File: src/rtl/ctap_pkg.sv
package ctap_pkg;

  // Default sizing
  localparam int unsigned NUM_ENTRIES_DEF = 16;
  localparam int unsigned CAP_BITS_DEF    = 32;
  localparam int unsigned PID_BITS_DEF    = 16;

  // Fixed field widths of the item payloads
  localparam int unsigned CMD_W      = 3;
  localparam int unsigned PID_IN_W   = 16;
  localparam int unsigned IDX_IN_W   = 5;
  localparam int unsigned MASK_IN_W  = 32;
  localparam int unsigned STATUS_W   = 2;
  localparam int unsigned S_TDATA_W  = 72;
  localparam int unsigned M_TDATA_W  = 8;

  // Wide staging widths used when cutting ids and masks to size
  localparam int unsigned PID_STAGE_W  = 32;
  localparam int unsigned MASK_STAGE_W = 64;

  typedef enum logic [CMD_W-1:0] {
    CMD_ADD      = 3'd0,
    CMD_ADD_ROOT = 3'd1,
    CMD_REMOVE   = 3'd2,
    CMD_CHECK    = 3'd3,
    CMD_SET      = 3'd4,
    CMD_CLEAR    = 3'd5
  } cmd_e;

  typedef enum logic [STATUS_W-1:0] {
    ST_OK        = 2'd0,
    ST_NOT_FOUND = 2'd1,
    ST_NO_PERM   = 2'd2,
    ST_FULL      = 2'd3
  } status_e;

  typedef enum logic [2:0] {
    S_IDLE,
    S_DISP,
    S_SRCH,
    S_SH_RD,
    S_SH_WR,
    S_RESP
  } state_e;

endpackage

File: src/rtl/task_capability_table.sv
// Task capability table: up to NUM_ENTRIES entries of task id and capability
// mask, newest first. One command item at a time; every item gives exactly
// one result item. Lookups walk the table from the newest entry through a
// single registered read port and one id comparator, one entry per cycle.
// Set and clear look up the caller first and need its root bit, then look
// up the target; the caller lookup is skipped when a task clears its own
// bit. Remove finds the newest matching entry and then moves each younger
// entry down by one slot. A finished result sits in the output register
// so the next item is taken while it waits. Table contents are not
// cleared by reset; only the entry count is.
module task_capability_table #(
  parameter int unsigned NUM_ENTRIES = ctap_pkg::NUM_ENTRIES_DEF,
  parameter int unsigned CAP_BITS    = ctap_pkg::CAP_BITS_DEF,
  parameter int unsigned PID_BITS    = ctap_pkg::PID_BITS_DEF
) (
  input  logic                             clk_i,
  input  logic                             rst_ni,
  // command, target_pid, caller_pid, cap_index, cap_mask
  input  logic                             s_axis_tvalid,
  output logic                             s_axis_tready,
  input  logic [ctap_pkg::S_TDATA_W-1:0]   s_axis_tdata,
  // status, cap_bit, zero fill
  output logic                             m_axis_tvalid,
  input  logic                             m_axis_tready,
  output logic [ctap_pkg::M_TDATA_W-1:0]   m_axis_tdata,
  // root_bit_index
  input  logic                             cfg_valid_i,
  output logic                             cfg_ready_o,
  input  logic [ctap_pkg::IDX_IN_W-1:0]    cfg_data_i
);

  localparam int unsigned IDX_W = $clog2(NUM_ENTRIES);

  logic [ctap_pkg::IDX_IN_W-1:0]     root_idx_q;
  logic [ctap_pkg::PID_STAGE_W-1:0]  target_stage;
  logic [ctap_pkg::PID_STAGE_W-1:0]  caller_stage;
  logic [ctap_pkg::MASK_STAGE_W-1:0] mask_stage;
  logic [ctap_pkg::STATUS_W-1:0]     status;
  logic                              cap_bit;

  logic [IDX_W-1:0]    rd_addr;
  logic [PID_BITS-1:0] rd_pid;
  logic [CAP_BITS-1:0] rd_mask;
  logic                we;
  logic [IDX_W-1:0]    wr_addr;
  logic [PID_BITS-1:0] wr_pid;
  logic [CAP_BITS-1:0] wr_mask;

  assign cfg_ready_o = 1'b1;

  always_ff @(posedge clk_i or negedge rst_ni) begin
    if (!rst_ni) begin
      root_idx_q <= '0;
    end else if (cfg_valid_i) begin
      root_idx_q <= cfg_data_i;
    end
  end

  // ids and masks cut or zero-extended to the table widths
  assign target_stage = ctap_pkg::PID_STAGE_W'(s_axis_tdata[18:3]);
  assign caller_stage = ctap_pkg::PID_STAGE_W'(s_axis_tdata[34:19]);
  assign mask_stage   = ctap_pkg::MASK_STAGE_W'(s_axis_tdata[71:40]);

  ctap_seq #(
    .NUM_ENTRIES (NUM_ENTRIES),
    .CAP_BITS    (CAP_BITS),
    .PID_BITS    (PID_BITS)
  ) u_seq (
    .clk_i       (clk_i),
    .rst_ni      (rst_ni),
    .in_valid_i  (s_axis_tvalid),
    .in_ready_o  (s_axis_tready),
    .cmd_i       (s_axis_tdata[2:0]),
    .target_i    (target_stage[PID_BITS-1:0]),
    .caller_i    (caller_stage[PID_BITS-1:0]),
    .cap_index_i (s_axis_tdata[39:35]),
    .cap_mask_i  (mask_stage[CAP_BITS-1:0]),
    .root_idx_i  (root_idx_q),
    .out_valid_o (m_axis_tvalid),
    .out_ready_i (m_axis_tready),
    .status_o    (status),
    .cap_bit_o   (cap_bit),
    .rd_addr_o   (rd_addr),
    .rd_pid_i    (rd_pid),
    .rd_mask_i   (rd_mask),
    .we_o        (we),
    .wr_addr_o   (wr_addr),
    .wr_pid_o    (wr_pid),
    .wr_mask_o   (wr_mask)
  );

  ctap_store #(
    .NUM_ENTRIES (NUM_ENTRIES),
    .CAP_BITS    (CAP_BITS),
    .PID_BITS    (PID_BITS)
  ) u_store (
    .clk_i     (clk_i),
    .we_i      (we),
    .wr_addr_i (wr_addr),
    .wr_pid_i  (wr_pid),
    .wr_mask_i (wr_mask),
    .rd_addr_i (rd_addr),
    .rd_pid_o  (rd_pid),
    .rd_mask_o (rd_mask)
  );

  assign m_axis_tdata = {5'b0, cap_bit, status};

endmodule

File: src/rtl/ctap_store.sv
module ctap_store #(
  parameter int unsigned NUM_ENTRIES = ctap_pkg::NUM_ENTRIES_DEF,
  parameter int unsigned CAP_BITS    = ctap_pkg::CAP_BITS_DEF,
  parameter int unsigned PID_BITS    = ctap_pkg::PID_BITS_DEF,
  localparam int unsigned IDX_W      = $clog2(NUM_ENTRIES)
) (
  input  logic                clk_i,
  input  logic                we_i,
  input  logic [IDX_W-1:0]    wr_addr_i,
  input  logic [PID_BITS-1:0] wr_pid_i,
  input  logic [CAP_BITS-1:0] wr_mask_i,
  input  logic [IDX_W-1:0]    rd_addr_i,
  output logic [PID_BITS-1:0] rd_pid_o,
  output logic [CAP_BITS-1:0] rd_mask_o
);

  logic [PID_BITS-1:0] pid_mem  [NUM_ENTRIES];
  logic [CAP_BITS-1:0] mask_mem [NUM_ENTRIES];
  logic [PID_BITS-1:0] rd_pid_q;
  logic [CAP_BITS-1:0] rd_mask_q;

  always_ff @(posedge clk_i) begin
    if (we_i) begin
      pid_mem[wr_addr_i]  <= wr_pid_i;
      mask_mem[wr_addr_i] <= wr_mask_i;
    end
    rd_pid_q  <= pid_mem[rd_addr_i];
    rd_mask_q <= mask_mem[rd_addr_i];
  end

  assign rd_pid_o  = rd_pid_q;
  assign rd_mask_o = rd_mask_q;

endmodule

File: src/rtl/ctap_seq.sv
module ctap_seq #(
  parameter int unsigned NUM_ENTRIES = ctap_pkg::NUM_ENTRIES_DEF,
  parameter int unsigned CAP_BITS    = ctap_pkg::CAP_BITS_DEF,
  parameter int unsigned PID_BITS    = ctap_pkg::PID_BITS_DEF,
  localparam int unsigned IDX_W      = $clog2(NUM_ENTRIES),
  localparam int unsigned CNT_W      = $clog2(NUM_ENTRIES + 1)
) (
  input  logic                            clk_i,
  input  logic                            rst_ni,
  // command side
  input  logic                            in_valid_i,
  output logic                            in_ready_o,
  input  logic [ctap_pkg::CMD_W-1:0]      cmd_i,
  input  logic [PID_BITS-1:0]             target_i,
  input  logic [PID_BITS-1:0]             caller_i,
  input  logic [ctap_pkg::IDX_IN_W-1:0]   cap_index_i,
  input  logic [CAP_BITS-1:0]             cap_mask_i,
  input  logic [ctap_pkg::IDX_IN_W-1:0]   root_idx_i,
  // result side
  output logic                            out_valid_o,
  input  logic                            out_ready_i,
  output logic [ctap_pkg::STATUS_W-1:0]   status_o,
  output logic                            cap_bit_o,
  // table store
  output logic [IDX_W-1:0]                rd_addr_o,
  input  logic [PID_BITS-1:0]             rd_pid_i,
  input  logic [CAP_BITS-1:0]             rd_mask_i,
  output logic                            we_o,
  output logic [IDX_W-1:0]                wr_addr_o,
  output logic [PID_BITS-1:0]             wr_pid_o,
  output logic [CAP_BITS-1:0]             wr_mask_o
);

  ctap_pkg::state_e  state_q, state_d;
  ctap_pkg::cmd_e    cmd_q, cmd_d;
  ctap_pkg::status_e status_q, status_d;
  logic                capb_q, capb_d;
  logic [PID_BITS-1:0] target_q, target_d;
  logic [PID_BITS-1:0] caller_q, caller_d;
  logic [CAP_BITS-1:0] cap_sel_q, cap_sel_d;
  logic [CAP_BITS-1:0] mask_q, mask_d;
  logic [CNT_W-1:0]    count_q, count_d;
  logic [IDX_W-1:0]    ptr_q, ptr_d;
  logic [IDX_W-1:0]    cmp_idx_q, cmp_idx_d;
  logic                cmp_valid_q, cmp_valid_d;
  logic                phase_q, phase_d;   // 0: caller lookup, 1: target lookup
  logic                out_valid_q, out_valid_d;
  ctap_pkg::status_e out_status_q, out_status_d;
  logic                out_capb_q, out_capb_d;

  logic [CAP_BITS-1:0] cap_dec;
  logic [CAP_BITS-1:0] root_sel;
  logic [PID_BITS-1:0] key;
  logic                hit;
  logic                miss;
  logic                clr_self;
  logic [CNT_W-1:0]    next_k;

  // One-hot bit selects; an index beyond the mask width selects nothing
  always_comb begin
    for (int i = 0; i < int'(CAP_BITS); i++) begin
      cap_dec[i]  = (int'(cap_index_i) == i);
      root_sel[i] = (int'(root_idx_i) == i);
    end
  end

  // Shared id comparator
  assign key      = phase_q ? target_q : caller_q;
  assign hit      = cmp_valid_q && (rd_pid_i == key);
  assign miss     = cmp_valid_q && !hit && (cmp_idx_q == '0);
  assign clr_self = (cmd_q == ctap_pkg::CMD_CLEAR) && (caller_q == target_q);
  assign next_k   = CNT_W'(ptr_q) + CNT_W'(1);

  always_comb begin
    state_d      = state_q;
    cmd_d        = cmd_q;
    status_d     = status_q;
    capb_d       = capb_q;
    target_d     = target_q;
    caller_d     = caller_q;
    cap_sel_d    = cap_sel_q;
    mask_d       = mask_q;
    count_d      = count_q;
    ptr_d        = ptr_q;
    cmp_idx_d    = cmp_idx_q;
    cmp_valid_d  = cmp_valid_q;
    phase_d      = phase_q;
    out_status_d = out_status_q;
    out_capb_d   = out_capb_q;
    out_valid_d  = out_valid_q && !out_ready_i;
    in_ready_o   = 1'b0;
    rd_addr_o    = ptr_q;
    we_o         = 1'b0;
    wr_addr_o    = IDX_W'(count_q);
    wr_pid_o     = target_q;
    wr_mask_o    = mask_q;

    unique case (state_q)
      ctap_pkg::S_IDLE: begin
        in_ready_o = 1'b1;
        if (in_valid_i) begin
          cmd_d     = ctap_pkg::cmd_e'(cmd_i);
          target_d  = target_i;
          caller_d  = caller_i;
          cap_sel_d = cap_dec;
          mask_d    = cap_mask_i;
          status_d  = ctap_pkg::ST_OK;
          capb_d    = 1'b0;
          state_d   = ctap_pkg::S_DISP;
        end
      end

      ctap_pkg::S_DISP: begin
        state_d     = ctap_pkg::S_RESP;
        cmp_valid_d = 1'b0;
        ptr_d       = IDX_W'(count_q - CNT_W'(1));
        unique case (cmd_q)
          ctap_pkg::CMD_ADD, ctap_pkg::CMD_ADD_ROOT: begin
            if (count_q == CNT_W'(NUM_ENTRIES)) begin
              status_d = ctap_pkg::ST_FULL;
            end else begin
              we_o      = 1'b1;
              wr_mask_o = (cmd_q == ctap_pkg::CMD_ADD_ROOT) ? '1 : mask_q;
              count_d   = count_q + CNT_W'(1);
            end
          end
          ctap_pkg::CMD_REMOVE, ctap_pkg::CMD_CHECK: begin
            phase_d = 1'b1;
            if (count_q == '0) begin
              status_d = ctap_pkg::ST_NOT_FOUND;
            end else begin
              state_d = ctap_pkg::S_SRCH;
            end
          end
          ctap_pkg::CMD_SET, ctap_pkg::CMD_CLEAR: begin
            // clearing one's own bit needs no root check
            phase_d = clr_self;
            if (count_q == '0) begin
              status_d = clr_self ? ctap_pkg::ST_NOT_FOUND : ctap_pkg::ST_NO_PERM;
            end else begin
              state_d = ctap_pkg::S_SRCH;
            end
          end
          default: ;
        endcase
      end

      // newest to oldest, one compare per cycle behind the registered read
      ctap_pkg::S_SRCH: begin
        if (hit) begin
          if (!phase_q) begin
            if ((rd_mask_i & root_sel) != '0) begin
              phase_d     = 1'b1;
              cmp_valid_d = 1'b0;
              ptr_d       = IDX_W'(count_q - CNT_W'(1));
            end else begin
              status_d = ctap_pkg::ST_NO_PERM;
              state_d  = ctap_pkg::S_RESP;
            end
          end else begin
            state_d = ctap_pkg::S_RESP;
            unique case (cmd_q)
              ctap_pkg::CMD_CHECK: begin
                capb_d = (rd_mask_i & cap_sel_q) != '0;
              end
              ctap_pkg::CMD_SET: begin
                we_o      = 1'b1;
                wr_addr_o = cmp_idx_q;
                wr_pid_o  = rd_pid_i;
                wr_mask_o = rd_mask_i | cap_sel_q;
              end
              ctap_pkg::CMD_CLEAR: begin
                we_o      = 1'b1;
                wr_addr_o = cmp_idx_q;
                wr_pid_o  = rd_pid_i;
                wr_mask_o = rd_mask_i & ~cap_sel_q;
              end
              ctap_pkg::CMD_REMOVE: begin
                ptr_d   = cmp_idx_q;
                state_d = ctap_pkg::S_SH_RD;
              end
              default: ;
            endcase
          end
        end else if (miss) begin
          status_d = phase_q ? ctap_pkg::ST_NOT_FOUND : ctap_pkg::ST_NO_PERM;
          state_d  = ctap_pkg::S_RESP;
        end else begin
          cmp_valid_d = 1'b1;
          cmp_idx_d   = ptr_q;
          ptr_d       = ptr_q - IDX_W'(1);
        end
      end

      // close the gap left by a removed entry
      ctap_pkg::S_SH_RD: begin
        if (next_k >= count_q) begin
          count_d = count_q - CNT_W'(1);
          state_d = ctap_pkg::S_RESP;
        end else begin
          rd_addr_o = ptr_q + IDX_W'(1);
          state_d   = ctap_pkg::S_SH_WR;
        end
      end

      ctap_pkg::S_SH_WR: begin
        we_o      = 1'b1;
        wr_addr_o = ptr_q;
        wr_pid_o  = rd_pid_i;
        wr_mask_o = rd_mask_i;
        ptr_d     = ptr_q + IDX_W'(1);
        state_d   = ctap_pkg::S_SH_RD;
      end

      ctap_pkg::S_RESP: begin
        if (!out_valid_q || out_ready_i) begin
          out_valid_d  = 1'b1;
          out_status_d = status_q;
          out_capb_d   = capb_q;
          state_d      = ctap_pkg::S_IDLE;
        end
      end
    endcase
  end

  always_ff @(posedge clk_i or negedge rst_ni) begin
    if (!rst_ni) begin
      state_q     <= ctap_pkg::S_IDLE;
      count_q     <= '0;
      out_valid_q <= 1'b0;
      cmp_valid_q <= 1'b0;
      phase_q     <= 1'b0;
    end else begin
      state_q     <= state_d;
      count_q     <= count_d;
      out_valid_q <= out_valid_d;
      cmp_valid_q <= cmp_valid_d;
      phase_q     <= phase_d;
    end
  end

  always_ff @(posedge clk_i) begin
    cmd_q        <= cmd_d;
    status_q     <= status_d;
    capb_q       <= capb_d;
    target_q     <= target_d;
    caller_q     <= caller_d;
    cap_sel_q    <= cap_sel_d;
    mask_q       <= mask_d;
    ptr_q        <= ptr_d;
    cmp_idx_q    <= cmp_idx_d;
    out_status_q <= out_status_d;
    out_capb_q   <= out_capb_d;
  end

  assign out_valid_o = out_valid_q;
  assign status_o    = out_status_q;
  assign cap_bit_o   = out_capb_q;

endmodule

File: config.mk
export PLATFORM = sky130hd
export DESIGN_NAME = task_capability_table
export DESIGN_NICKNAME = d
export VERILOG_FILES = /design/src/rtl/ctap_pkg.sv /design/src/rtl/task_capability_table.sv /design/src/rtl/ctap_store.sv /design/src/rtl/ctap_seq.sv
export SDC_FILE = /design/constraint.sdc
export NUM_CORES = 1
export LEC_CHECK = 0
export BUFFER_PORTS_ARGS = -buffer_cell sky130_fd_sc_hd__buf_2
export CELL_PAD_IN_SITES_DETAIL_PLACEMENT = 0
export CELL_PAD_IN_SITES_GLOBAL_PLACEMENT = 2
export CORE_UTILIZATION = 49
export DETAILED_ROUTE_END_ITERATION = 12
export PLACE_DENSITY = 0.79
export SYNTH_ARGS = -nofsm -noshare
export SYNTH_HDL_FRONTEND = slang
export SYNTH_HIERARCHICAL = 1
export SYNTH_SLANG_ARGS = --single-unit
File: constraint.sdc
create_clock -name clk_i -period 9.15 [get_ports clk_i]
set_input_delay 0.4575 -clock clk_i [delete_from_list [all_inputs] [get_ports clk_i]]
set_output_delay 0.4575 -clock clk_i [all_outputs]
set_load 0.02 [all_outputs]
==> results.sh, run 1 <==
export IMPL_crit_path_start_kind="register"
export IMPL_numPlacedInstances=2926
export IMPL_crit_path_max_incr_delay_ns=0.89
export IMPL_avgSynthCellArea_sq_um=19.3
export IMPL_wirelength_mm=91.0
export IMPL_avgViaCountPerCell=6.18
export IMPL_htree_levels=3
export IMPL_drc=0
export IMPL_hold_violations=0
export IMPL_die_area_sq_mm=0.0775
export IMPL_cts_root_buf="clkbuf_16"
export IMPL_min_to="root_idx_q[4]"
export IMPL_top_usage_layer="met2"
export IMPL_final_cell_area_sq_mm=0.0428
export IMPL_synth_top_family_by_area="multiplexers"
export IMPL_grt_pass1_wl_mm=134
export IMPL_antenna_found_initial=2
export IMPL_fin_ws_ns=3.85
export IMPL_hold_start="cfg_data_i[4]"
export IMPL_grtUsageMet1_pct=34.4
export IMPL_clk_pin_slew_ns=0.06
export IMPL_synthSimpleGateAreaFrac_pct=3.62
export IMPL_crit_top_cell="buf_4"
export IMPL_port_buffers=86
export IMPL_cts_buffer_depth=3
export IMPL_arrival_ns=5.57
export IMPL_critPathMaxFanout=28
export IMPL_cp_cell_sequence="buf_4 > mux2i_1 > xnor2_1 > nor4_2 > and4_1 > nand2_1 > nor3_2 > a221o_1 > nand2b_1 > nor2_4 > buf_4"
export IMPL_fin_util_pct=57.1
export IMPL_p_leak_nw=14.3
export IMPL_placed_area_sq_mm=0.0390
export IMPL_seqCellArea_sq_mm=0.0278
export IMPL_cp_slowest_cell="nor2_4"
export IMPL_clk_latency_ns=0.67
export IMPL_final_nets=2216
export IMPL_numCtsBuffers=96
export IMPL_grtUsageTotal_pct=23.9
export IMPL_first_pass_iters=5
export IMPL_row_count=100
export IMPL_syn_area_sq_mm=0.0374
export IMPL_r2r_end="u_store/pid_mem[5][10]"
export IMPL_wl_per_cell_um=28.7
export IMPL_whs_ns=0.0400
export IMPL_drive_gt1_share_pct=23.2
export IMPL_hold_depth=2
export IMPL_dp_hpwl_mm=48.7
export IMPL_cts_resized=0
export IMPL_final_antenna_net_count=0
export IMPL_initialDrtViolationCount=2095
export IMPL_reg2reg_depth=11
export IMPL_multi_input_area_sq_mm=0.00919
export IMPL_use_met3_pct=4.19
export IMPL_fmax_mhz=189
export IMPL_end_kind="register"
export IMPL_ir_drop_v=0.000432
export IMPL_crit_type="register to register"
export IMPL_grt_setup_unrepaired="false"
export IMPL_tightest_slew_ns=1.12
export IMPL_die_height_um=278
export IMPL_synth_cell_types=69
export IMPL_total_power_mw=15.7
export IMPL_finalSetupTns_ns=0
export IMPL_cts_sink_count=945
export IMPL_max_slew_margin_rel_pct=25.3
export IMPL_ys_ff_latch=945
export IMPL_n_fill_cell=5537
export IMPL_final_cell_count_no_fill=3171
export IMPL_synth_xor_area_share_pct=1.01
export IMPL_vias=19600
export IMPL_setup_violations=0
export IMPL_drv_slew=0
export IMPL_area_delta_synth_final_pct=14.5
export IMPL_synth_top_area_share_pct=70.7
export IMPL_synthCells=1941
export IMPL_timing_rr_start="u_seq/phase_q"
export IMPL_outcome="finished clean"
export IMPL_synth_edf_count=881
export IMPL_grt_start_max_net_pins=111
export IMPL_synth_compound_area_share_pct=5.20
export IMPL_grt_overflow=0
export IMPL_async_reset_ff_share_pct=1.69
export IMPL_yosys_mux_area_fraction_pct=13.8
export IMPL_rrSetupSlack_ns=3.85
export IMPL_cts_tree="yes"
export IMPL_gr_usage_met2_pct=37.9
export IMPL_synth_top_cell_by_area="edfxtp_1"
export IMPL_power_density_mw_per_mm2=367
export IMPL_yosys_area_share_adder_pct=0.401
export IMPL_die_w_um=278
export IMPL_place_congestion=0.832
export IMPL_drv_cap=0
export IMPL_synthTopCellsByCount="881 x edfxtp_1, 193 x mux4_2, 108 x a22oi_1, 108 x nand2_1, 71 x nor2_1"
export IMPL_post_route_period_util_pct=57.9
export IMPL_place_ws_ns=3.81
export IMPL_crit_required_ns=9.43
export IMPL_grt_pass1_vias=19900
export IMPL_synth_flop_cell="edfxtp_1"
export IMPL_yosysSeqAreaShare_pct=74.3
export IMPL_min_path_type="primary input to register"
export IMPL_period_needed_ns=5.30
export IMPL_yosys_warnings=6
export IMPL_synth_area_leaders="edfxtp_1 71%, mux4_2 12%, dfxtp_1 2.6%, a22oi_1 2.2%, mux2i_1 1.4%"
export IMPL_start_util_pct=49.9
export IMPL_coreArea_sq_mm=0.0751
export IMPL_yosysMostFrequentCell="edfxtp_1"
export IMPL_io_pins=93
export IMPL_clock_skew_ns=0.0309
cell usage in the layout (no fill, tap or decap), types with 7 or more instances in the layout:
| cell type | n |
|---|---|
| dfxtp_1 | 48 |
| nor3_1 | 16 |
| a21oi_1 | 17 |
| mux4_2 | 193 |
| o211ai_1 | 37 |
| nand3b_1 | 8 |
| dlygate4sd3_1 | 67 |
| buf_2 | 86 |
| mux2i_1 | 51 |
| xnor2_1 | 26 |
| o21ai_0 | 10 |
| clkinv_2 | 12 |
| clkbuf_8 | 8 |
| a21o_1 | 36 |
| mux2_4 | 10 |
| clkbuf_16 | 96 |
| nor2_1 | 57 |
| dfrtp_1 | 16 |
| a22oi_1 | 108 |
| xor2_1 | 16 |
| bufinv_16 | 9 |
| nand2b_1 | 10 |
| nand2_1 | 108 |
| inv_1 | 18 |
| mux2_2 | 10 |
| clkbuf_1 | 19 |
| nand3_1 | 10 |
| nor2_4 | 15 |
| buf_4 | 33 |
| nand4_1 | 7 |
| edfxtp_1 | 881 |
| clkinv_1 | 18 |
| ha_1 | 12 |
where the power goes:
part           total (mW)  switching, mW  leakage (nW)  internal [mW]
clock network        3.91           1.65          1.54           2.26
registers            6.46          0.418          8.57           6.04
logic                5.35           3.13          4.19           2.22
total                15.7           5.20          14.3           10.5
per-layer routing:
layer | routed length, um | share of wire (%)
met1 | 39000 | 43
met2 | 43700 | 48
met3 | 6360 | 7.0
met4 | 1940 | 2.1
met5 | 13 | 0.014
critical path, delay by kind of cell, from the launching register on:
family | cells | cell delay [ns]
AO/OA/AOI/OAI | 1 | 0.39
buffers and inverters | 2 | 1.01
AND/OR/NAND/NOR | 6 | 2.62
multiplexers | 1 | 0.27
XOR/XNOR | 1 | 0.11
flip-flops | 1 | 0.47
logic make-up (layout without fill, tap and decap cells):
kind of cell | Yosys count | after routing
AOI/OAI and AO/OA | 263 | 263
and+or+nand+nor | 282 | 282
xor gates and xnor gates | 43 | 43
muxes | 268 | 268
DFF | 945 | 945
other | 2 | 7
adders and majority gates | 12 | 12
buffers and inverters | 126 | 382
flip-flops by register name, summed over array words and instances, names as in the netlist, 2 cells and up:
register and cells:
u_seq/target_q 16, root_idx_q 5, u_store/mask_mem 512, u_seq/caller_q 16
u_seq/ptr_q 4, u_seq/mask_q 32, u_seq/cmp_idx_q 4, u_store/rd_pid_o 16
u_seq/state_q 3, u_seq/status_o 2, u_seq/status_q 2, u_seq/cmd_q 3
u_seq/count_q 5, u_store/pid_mem 256, u_seq/cap_sel_q 32, u_store/rd_mask_o 32
final cells by class:
class                   count  area share (%)
clock buffers             123            6.03
well taps                 969            2.83
inverters                  18           0.158
flip-flops and latches    945            64.9
diodes                      1         0.00584
repair buffers            187            3.19
multi-input cells         874            21.5
clock inverters            54            1.40
worst max-delay path by stage:
stage / from / endpoint / slack (ns) / cells after the start
3_5_place_dp: u_seq/ptr_q[0] / u_store/rd_mask_o[28] / 3.81 / 14
2_1_floorplan: u_seq/phase_q / u_store/mask_mem[0][0] / 2.60 / 12
4_1_cts: u_seq/ptr_q[0] / u_store/rd_mask_o[28] / 3.78 / 14
6_report: u_seq/phase_q / u_store/pid_mem[5][10] / 3.85 / 11
3_3_place_gp: u_seq/ptr_q[0] / u_store/rd_mask_o[28] / 3.84 / 14
5_1_grt: u_seq/ptr_q[0] / u_store/rd_mask_o[28] / 3.43 / 14
repair_timing:
action	4_1_cts	5_1_grt
setup buffers	0	0
hold buffers	67	0
endpoints found under the hold margin	82	0
(Power assumes the default switching activity.)
==> run 2: changes to the inputs <==
==> constraint.sdc (replaced) <==
create_clock -name clk_i -period 5.4 [get_ports clk_i]
set_input_delay 0.27 -clock clk_i [delete_from_list [all_inputs] [get_ports clk_i]]
set_output_delay 0.27 -clock clk_i [all_outputs]
set_load 0.02 [all_outputs]
==> run 2 against run 1 <==
Compared with the run above:
- utilization is 0.69 points higher
- non-clock buffer count grew 39
- total power increased by 71%
- sequential share of layout area is 0.78 points lower
- clock power is 66% higher
- wire length fell by 1.5%
- final cell count increased by 1.3%
- maximum frequency rose by 11%
- setup slack worse by 3.2 ns
- critical path type unchanged
- largest cell class unchanged
- highest routed layer is now met4
==> results.sh, run 2 (synthesis gave the netlist of run 1 again) <==
export IMPL_cts_root_buf="clkbuf_16"
export IMPL_n_antenna_cell=0
export IMPL_power_density_mw_per_mm2=620
export IMPL_outcome="finished clean"
export IMPL_arrival_ns=5.13
export IMPL_grt_setup_unrepaired="false"
export IMPL_crit_type="register to register"
export IMPL_post_route_period_util_pct=88.7
export IMPL_clk_latency_ns=0.66
export IMPL_drv_cap=0
export IMPL_final_nets=2255
export IMPL_end_kind="register"
export IMPL_drv_slew=0
export IMPL_wl_per_cell_um=27.9
export IMPL_setup_violations=0
export IMPL_avgViaCountPerCell=6.11
export IMPL_grt_pass1_wl_mm=133
export IMPL_grt_pass1_vias=19800
export IMPL_area_delta_synth_final_pct=15.9
export IMPL_drive_gt1_share_pct=24.0
export IMPL_cp_slowest_cell="nor2_4"
export IMPL_max_slew_margin_rel_pct=23.5
export IMPL_placed_area_sq_mm=0.0395
export IMPL_tightest_slew_ns=1.15
export IMPL_first_pass_iters=6
export IMPL_drc=0
export IMPL_crit_path_start_kind="register"
export IMPL_cts_buffer_depth=3
export IMPL_timing_rr_start="u_seq/phase_q"
export IMPL_die_w_um=278
export IMPL_place_ws_ns=0.689
export IMPL_grtUsageTotal_pct=23.4
export IMPL_cts_setup_buffers=0
export IMPL_htree_levels=3
export IMPL_largest_register_ffs=512
export IMPL_cts_tree="yes"
export IMPL_finalSetupTns_ns=0
export IMPL_cts_sink_count=945
export IMPL_ir_drop_v=0.000577
export IMPL_hold_violations=0
export IMPL_crit_top_cell="nand2_1"
export IMPL_wirelength_mm=89.6
export IMPL_fmax_mhz=209
export IMPL_numCtsBuffers=96
export IMPL_crit_required_ns=5.74
export IMPL_hold_start="s_axis_tvalid"
export IMPL_cts_resized=0
export IMPL_die_height_um=278
export IMPL_clock_skew_ns=0.0335
export IMPL_place_congestion=0.850
export IMPL_die_area_sq_mm=0.0775
export IMPL_initialDrtViolationCount=2418
export IMPL_final_antenna_net_count=0
export IMPL_coreArea_sq_mm=0.0751
export IMPL_dp_hpwl_mm=51.8
export IMPL_row_count=100
export IMPL_cp_cell_sequence="buf_4 > mux2i_1 > xnor2_1 > nor4_2 > and4_1 > nand2_1 > nor3_2 > a221o_1 > nand2_1 > nor2_4 > buf_12"
export IMPL_vias=19600
export IMPL_period_needed_ns=4.79
export IMPL_grt_overflow=0
export IMPL_grt_start_max_net_pins=72
export IMPL_top_register="u_store/mask_mem"
export IMPL_p_leak_nw=14.5
export IMPL_fin_ws_ns=0.612
export IMPL_port_buffers=86
export IMPL_io_pins=93
export IMPL_reg_largest_list="u_store/mask_mem (512), u_store/pid_mem (256)"
export IMPL_crit_path_max_incr_delay_ns=0.67
export IMPL_min_path_type="primary input to register"
export IMPL_mostFrequentLayoutCell="edfxtp_1"
export IMPL_antenna_found_initial=0
export IMPL_start_util_pct=49.9
export IMPL_clk_pin_slew_ns=0.06
export IMPL_critPathMaxFanout=34
export IMPL_final_cell_area_sq_mm=0.0434
export IMPL_final_cell_mix="881 x edfxtp_1, 193 x mux4_2, 108 x nand2_1, 108 x a22oi_1, 96 x clkbuf_16"
export IMPL_startpoint="u_seq/phase_q"
## run 2: worst paths after layout
kind / endpoint / slack, ns / depth (start not counted)
worst max-delay path: u_store/mask_mem[11][23] / 0.61 / 11
worst min-delay path: u_seq/state_q[0] / 0.06 / 3
worst max register to register: u_store/mask_mem[11][23] / 0.61 / 11
worst min register to register: u_seq/status_o[0] / 0.43 / 0
max in group asynchronous: u_seq/count_q[0] / 4.94 / 2
min in group asynchronous: root_idx_q[4] / 0.12 / 2
## run 2: critical path, delay by kind of cell, from the launching register on
kind	cells	cell delay, ns
mux	1	0.32
flops	1	0.32
compound gates	1	0.53
buf+inv	2	0.67
simple gates	6	2.46
xor+xnor	1	0.12
## run 2: where the power goes
part	switching [mW]	leakage, nW	internal (mW)	total (mW)
Sequential	0.698	8.57	10.2	10.9
Clock	2.78	1.52	3.70	6.48
Combinational	5.45	4.44	4.01	9.46
## run 2: repair_timing
action                                  CTS  global route
endpoints found under the hold margin    90             0
endpoints found under the setup margin    0             0
hold buffers                             79             0
## run 2: per-layer routing
metal  vias up  part of all wire, %  GRT usage (%)
li1       8408                    -              -
met1     10400                   44           34.4
met2       732                   47           36.6
met3       139                  6.0           3.46
met4         0                  2.6           6.74
met5         -                    0              0
## run 2: layout make-up
cell class                      count  area [sq um]
Tap cell                          969          1210
Clock inverter                     52           497
Clock buffer                      127          2600
Inverter                           18          67.6
Fill cell                        5527         31700
Timing Repair Buffer              226          1950
Multi-Input combinational cell    874          9220
Sequential cell                   945         27800
## run 2: per-stage QoR
step / hold WS, ns / power, mW / util, % / cells
2_1_floorplan: -0.0256 / 17.6 / - / 1945
3_3_place_gp: 0.259 / 20.4 / 52.6 / 2953
3_5_place_dp: 0.267 / 20.6 / 52.6 / 2953
4_1_cts: 0.0300 / 27.1 / 57.8 / 3211
5_1_grt: 0.0529 / 28.1 / 57.8 / 3211
6_report: 0.0584 / 26.9 / 57.8 / 3211
